$ cat config.mk
export PLATFORM = sky130hd
export DESIGN_NAME = rrp_ctrl
export DESIGN_NICKNAME = d
export VERILOG_FILES = /design/src/design/rrp_pkg.sv /design/src/design/rrp_ctrl.sv
export SDC_FILE = /design/constraint.sdc
export NUM_CORES = 1
export LEC_CHECK = 0
export BUFFER_PORTS_ARGS = -buffer_cell sky130_fd_sc_hd__buf_2
export CORE_UTILIZATION = 30
export CTS_BUF_LIST = sky130_fd_sc_hd__clkbuf_4 sky130_fd_sc_hd__clkbuf_8
export CTS_CLUSTER_DIAMETER = 150
export CTS_CLUSTER_SIZE = 30
export DETAILED_ROUTE_END_ITERATION = 7
export MAX_ROUTING_LAYER = met4
export PLACE_DENSITY_LB_ADDON = 0.2
export SLEW_MARGIN = 20
export SYNTH_ARGS = -nofsm -noshare
export SYNTH_HDL_FRONTEND = slang
export SYNTH_SLANG_ARGS = --single-unit
$ cat constraint.sdc
create_clock -name clk -period 1.8 [get_ports clk]
set_input_delay 0.09 -clock clk [delete_from_list [all_inputs] [get_ports clk]]
set_output_delay 0.09 -clock clk [all_outputs]
set_load 0.005 [all_outputs]
$ cat src/design/rrp_pkg.sv
`timescale 1ns / 1ps
package rrp_pkg;

	localparam int POS_BITS     = 16;
	localparam int SLOT_COUNT   = 1 << POS_BITS;
	localparam int SIZE_W       = POS_BITS + 1;

	localparam int RANGE_SIZE_W = 17;
	localparam int START_W      = 64;
	localparam int SHIFT_W      = 6;
	localparam int RND_W        = 32;
	localparam int ADDR_W       = 64;
	localparam int POSITION_W   = 16;
	localparam int REMAINING_W  = 17;
	localparam int CFG_INDEX_W  = 2;
	localparam int CFG_DATA_W   = 64;
	localparam int CMP_W        = (RANGE_SIZE_W > SIZE_W) ? RANGE_SIZE_W : SIZE_W;

	// swap table entry: {epoch tag, position}
	localparam int EPOCH_BITS   = 8;
	localparam int ENTRY_W      = EPOCH_BITS + POS_BITS;

	// remainder unit: quotient bits retired per cycle
	localparam int DIV_BITS     = 2;
	localparam int DIV_STEPS    = RND_W / DIV_BITS;
	localparam int DIV_CNT_W    = $clog2(DIV_STEPS + 1);

	localparam logic [CFG_INDEX_W-1:0] CFG_RANGE_SIZE    = CFG_INDEX_W'(0);
	localparam logic [CFG_INDEX_W-1:0] CFG_START_ADDRESS = CFG_INDEX_W'(1);
	localparam logic [CFG_INDEX_W-1:0] CFG_STEP_SHIFT    = CFG_INDEX_W'(2);

	localparam logic OP_DRAW    = 1'b0;
	localparam logic OP_RESTART = 1'b1;

	typedef enum logic [1:0] {
		RD_CURSOR,
		RD_PICK,
		RD_ZERO
	} rd_sel_t;

	typedef struct packed {
		logic    load_item;
		logic    restart;
		logic    set_spent;
		logic    take_last;
		logic    div_start;
		logic    cap_moved;
		logic    take_pick;
		logic    clear_step;
		logic    shift;
		logic    load_out;
		rd_sel_t rd_sel;
	} rrp_cmd_t;

	typedef struct packed {
		logic op_restart;
		logic exhausted;
		logic cursor_zero;
		logic epoch_full;
		logic div_done;
		logic clear_last;
		logic out_free;
	} rrp_status_t;

endpackage

$ cat src/design/rrp_ctrl.sv
`timescale 1ns / 1ps
module rrp_ctrl (
	input  logic                 clk,
	input  logic                 arst_n,
	input  logic                 in_valid,
	output logic                 in_stall,
	input  rrp_pkg::rrp_status_t status,
	output rrp_pkg::rrp_cmd_t    cmd
);
	import rrp_pkg::*;

	typedef enum logic [3:0] {
		ST_CLEAR,
		ST_IDLE,
		ST_DECODE,
		ST_RESTART,
		ST_CAP,
		ST_DIV,
		ST_TAKE_PICK,
		ST_TAKE_LAST,
		ST_SHIFT,
		ST_PUT
	} state_t;

	state_t state_q;
	logic   restart_pend_q;

	always_comb begin
		cmd        = '0;
		cmd.rd_sel = RD_CURSOR;
		in_stall   = (state_q != ST_IDLE);
		unique case (state_q)
			ST_CLEAR:     cmd.clear_step = 1'b1;
			ST_IDLE:      cmd.load_item  = in_valid;
			ST_DECODE: begin
				if (!status.op_restart) begin
					if (status.exhausted) begin
						cmd.set_spent = 1'b1;
					end else if (status.cursor_zero) begin
						cmd.rd_sel = RD_ZERO;
					end else begin
						cmd.div_start = 1'b1;
						cmd.rd_sel    = RD_CURSOR;
					end
				end
			end
			ST_RESTART:   cmd.restart   = 1'b1;
			ST_CAP:       cmd.cap_moved = 1'b1;
			ST_DIV: begin
				if (status.div_done) begin
					cmd.rd_sel = RD_PICK;
				end
			end
			ST_TAKE_PICK: cmd.take_pick = 1'b1;
			ST_TAKE_LAST: cmd.take_last = 1'b1;
			ST_SHIFT:     cmd.shift     = 1'b1;
			ST_PUT:       cmd.load_out  = status.out_free;
			default:      cmd.rd_sel    = RD_CURSOR;
		endcase
	end

	always_ff @(posedge clk or negedge arst_n) begin
		if (!arst_n) begin
			state_q        <= ST_CLEAR;
			restart_pend_q <= 1'b0;
		end else begin
			unique case (state_q)
				ST_CLEAR: begin
					if (status.clear_last) begin
						state_q        <= restart_pend_q ? ST_RESTART : ST_IDLE;
						restart_pend_q <= 1'b0;
					end
				end
				ST_IDLE: begin
					if (in_valid) begin
						state_q <= ST_DECODE;
					end
				end
				ST_DECODE: begin
					if (status.op_restart) begin
						if (status.epoch_full) begin
							state_q        <= ST_CLEAR;
							restart_pend_q <= 1'b1;
						end else begin
							state_q <= ST_RESTART;
						end
					end else if (status.exhausted) begin
						state_q <= ST_PUT;
					end else if (status.cursor_zero) begin
						state_q <= ST_TAKE_LAST;
					end else begin
						state_q <= ST_CAP;
					end
				end
				ST_RESTART:   state_q <= ST_PUT;
				ST_CAP:       state_q <= ST_DIV;
				ST_DIV: begin
					if (status.div_done) begin
						state_q <= ST_TAKE_PICK;
					end
				end
				ST_TAKE_PICK: state_q <= ST_SHIFT;
				ST_TAKE_LAST: state_q <= ST_SHIFT;
				ST_SHIFT:     state_q <= ST_PUT;
				ST_PUT: begin
					if (status.out_free) begin
						state_q <= ST_IDLE;
					end
				end
				default:      state_q <= ST_IDLE;
			endcase
		end
	end

endmodule

==> impl_metrics.tcl <==
set metrics [dict create \
    fin_worst_skew_ps 3.41 \
    cap_violations 0 \
    dr.pass1.iters 4 \
    report.final.slew_viol_count 0 \
    fmax_mhz 580 \
    cts_tree "yes" \
    num_io_pins 23 \
    finalCritPeriodShare_pct 95.8 \
    synthCells 63 \
    postRouteAntennaNets 0 \
    drt_iter0_drc 9 \
    crit_fanout 6 \
    start_util_pct 34.0 \
    total_power_mw 0.899 \
    clock_latency_ps 240 \
    die_y_um 41.6 \
    grt-ovfl-total 0 \
    tightestPinTransition_ps 375 \
    status "finished, final reports clean" \
    numPortBuffers 22 \
    power_leakage_nw 0.328 \
    cts_buffers 3 \
    syn-cell-area_um2 470 \
    final_nets 102 \
    grt_usage_pct 15.3 \
    yosysTopAreaCell "dfrtp_1" \
    period_minus_slack_ps 1730 \
    multi_input_area_um2 320 \
    power_density_mw_per_mm2 1320 \
    dp_slack_ps 209 \
    ys_seq_elements 5 \
    dieArea_mm2 0.00173 \
    peakVddDrop_mv 0.810 \
    synth_top_area_share_pct 26.6 \
    cts-root-buf "clkbuf_4" \
    num_vias 543 \
    grt_busiest_layer "met2" \
    drive_gt1_share_pct 45.1 \
    hold_class "in -> async" \
    drc_errors 0 \
    tns_ps 0 \
    area_growth_pct 44.4 \
    use_met1_pct 20.4 \
    grt_pass1_wl_mm 1.95 \
    diodes 0 \
    syn_area_per_cell_um2 7.47 \
    use_met2_pct 20.9 \
    cts_sinks 5 \
    cp_slowest_stage_delay_ps 420 \
    use_met3_pct 3.04 \
    ys_types 31 \
    routabilityCongestion 0.885 \
    die_w_um 41.6 \
    hold_ws_ps 188 \
    syn_nets 73 \
    wl_per_cell_um 11.5 \
    finalSetupViolCount 0 \
    cpLargestDelayFamily "simple AND/OR/NAND/NOR gates" \
    core-area_mm2 0.00138 \
    hpwlAfterDp_um 924 \
    seqCellArea_um2 126 \
    cp.buffers_inverters 1 \
    grt_setup_unrepaired "false" \
    htree_levels 1 \
    path_cells "nand2b_4 > or3_4 > nor4b_2 > buf_2" \
    antenna_found_initial 0 \
    synth-seq-area-share_pct 26.6 \
    critPathRequiredTime_ps 1710 \
    grt_max_degree 14 \
    fillers 140 \
    synth_warnings 0 \
    cp-end-kind "output pin" \
    first_global_vias 441 \
    clock_path_buffers 2 \
    clk_pin_slew_ps 40 \
    timing.final.ws_setup_ps 75.0 \
    post_drt_via_cell_ratio 5.12 \
    finalHoldViolCount 0 \
    synth_area_leaders "dfrtp_1 (27%), nor2_1 (7.2%), nand2b_1 (5.3%)" \
    cp_data_arrival_time_ps 1640 \
    cp_slowest_cell "dfrtp_2" \
    cp-start-kind "register" \
    routed_wl_mm 1.22 \
    critical_path_class "reg -> out" \
    relSlewSlack_pct 74.8 \
    fp-row-count 13 \
]
## cell usage in the layout (no fill, tap or decap), drive strengths merged, types with 2 or more instances in the layout
cell    count
nor4b       2
clkbuf      4
a21oi       3
nand2b      4
a211oi      2
nor2        9
buf        29
nand2       5
nor3        5
nor2b       2
nor4        2
dfrtp       5
inv         3
nand3       2
## synth_stat cells, drive strengths merged
master,count
o31ai,1
a31oi,1
buf,3
nor3b,1
nor4,2
nor3,5
nand2b,4
and4,1
dfrtp,5
and3,1
nand3,2
a211oi,2
nor4b,2
inv,3
nor2b,2
a211o,1
nand2,5
clkbuf,3
mux2i,1
o32a,1
or3,1
nor2,9
o21ai,1
o31a,1
a21oi,3
a22oi,1
o211ai,1
## report_power, final
part           switching, mW  internal [mW]
clock                 0.0404         0.0985
combinational          0.292          0.278
sequential            0.0372          0.153
## worst reg2reg max path, cell delays in order (launching register included)
cell and delay (ps):
dfrtp_2 420, nand2b_4 150, or3_4 410, buf_4 150, a211oi_2 190, o31a_1 170
## final cells by class
class	count	share of cell area, %
multi-input cells	49	47.1
repair buffers	30	25.4
flip-flops and latches	5	18.6
clock buffers	4	4.42
well taps	15	2.76
inverters	3	1.66
## routing by layer
metal | up-vias | wire [um]
li1 | 281 | -
met1 | 251 | 557
met2 | 11 | 625
met3 | 0 | 36
met4 | 0 | 0
met5 | - | 0
## final timing paths
path / slack (ps) / startpoint / endpoint / cells past startpoint
worst max-delay path: 70 / state_q[0] / cmd[1] / 4
worst min-delay path: 190 / arst_n / state_q[2] / 2
worst max register to register: 240 / state_q[0] / state_q[0] / 5
worst min register to register: 570 / restart_pend_q / restart_pend_q / 2
max in group asynchronous: 1470 / arst_n / state_q[0] / 2
min in group clk: 190 / status[1] / restart_pend_q / 4
## registers in the layout (all words and copies together) (netlist names)
register / cells
state_q: 4
restart_pend_q: 1
## stage by stage
stage / cell area [um^2] / util [%] / std cells
6_report: 679 / 49.1 / 106
5_1_grt: 679 / 49.1 / 106
4_1_cts: 648 / 46.9 / 103
3_5_place_dp: 603 / 43.6 / 98
3_3_place_gp: 603 / 43.6 / 98
2_1_floorplan: 470 / - / 63
## cell families after synthesis
| group | synth area share (%) |
|---|---|
| AO/OA/AOI/OAI | 20.5 |
| multiplexers | 2.13 |
| flip-flops | 26.6 |
| AND/OR/NAND/NOR | 42.8 |
| buffers and inverters | 7.98 |
## what timing repair did
action                     in CTS  in global routing
setup buffers                   0                  3
gates resized for setup         1                  2
pin swaps                       0                  1
hold endpoints to repair        5                  0
setup endpoints to repair       1                  2
hold buffers                    1                  0
No activity file was read; power rests on OpenSTA's default activity.
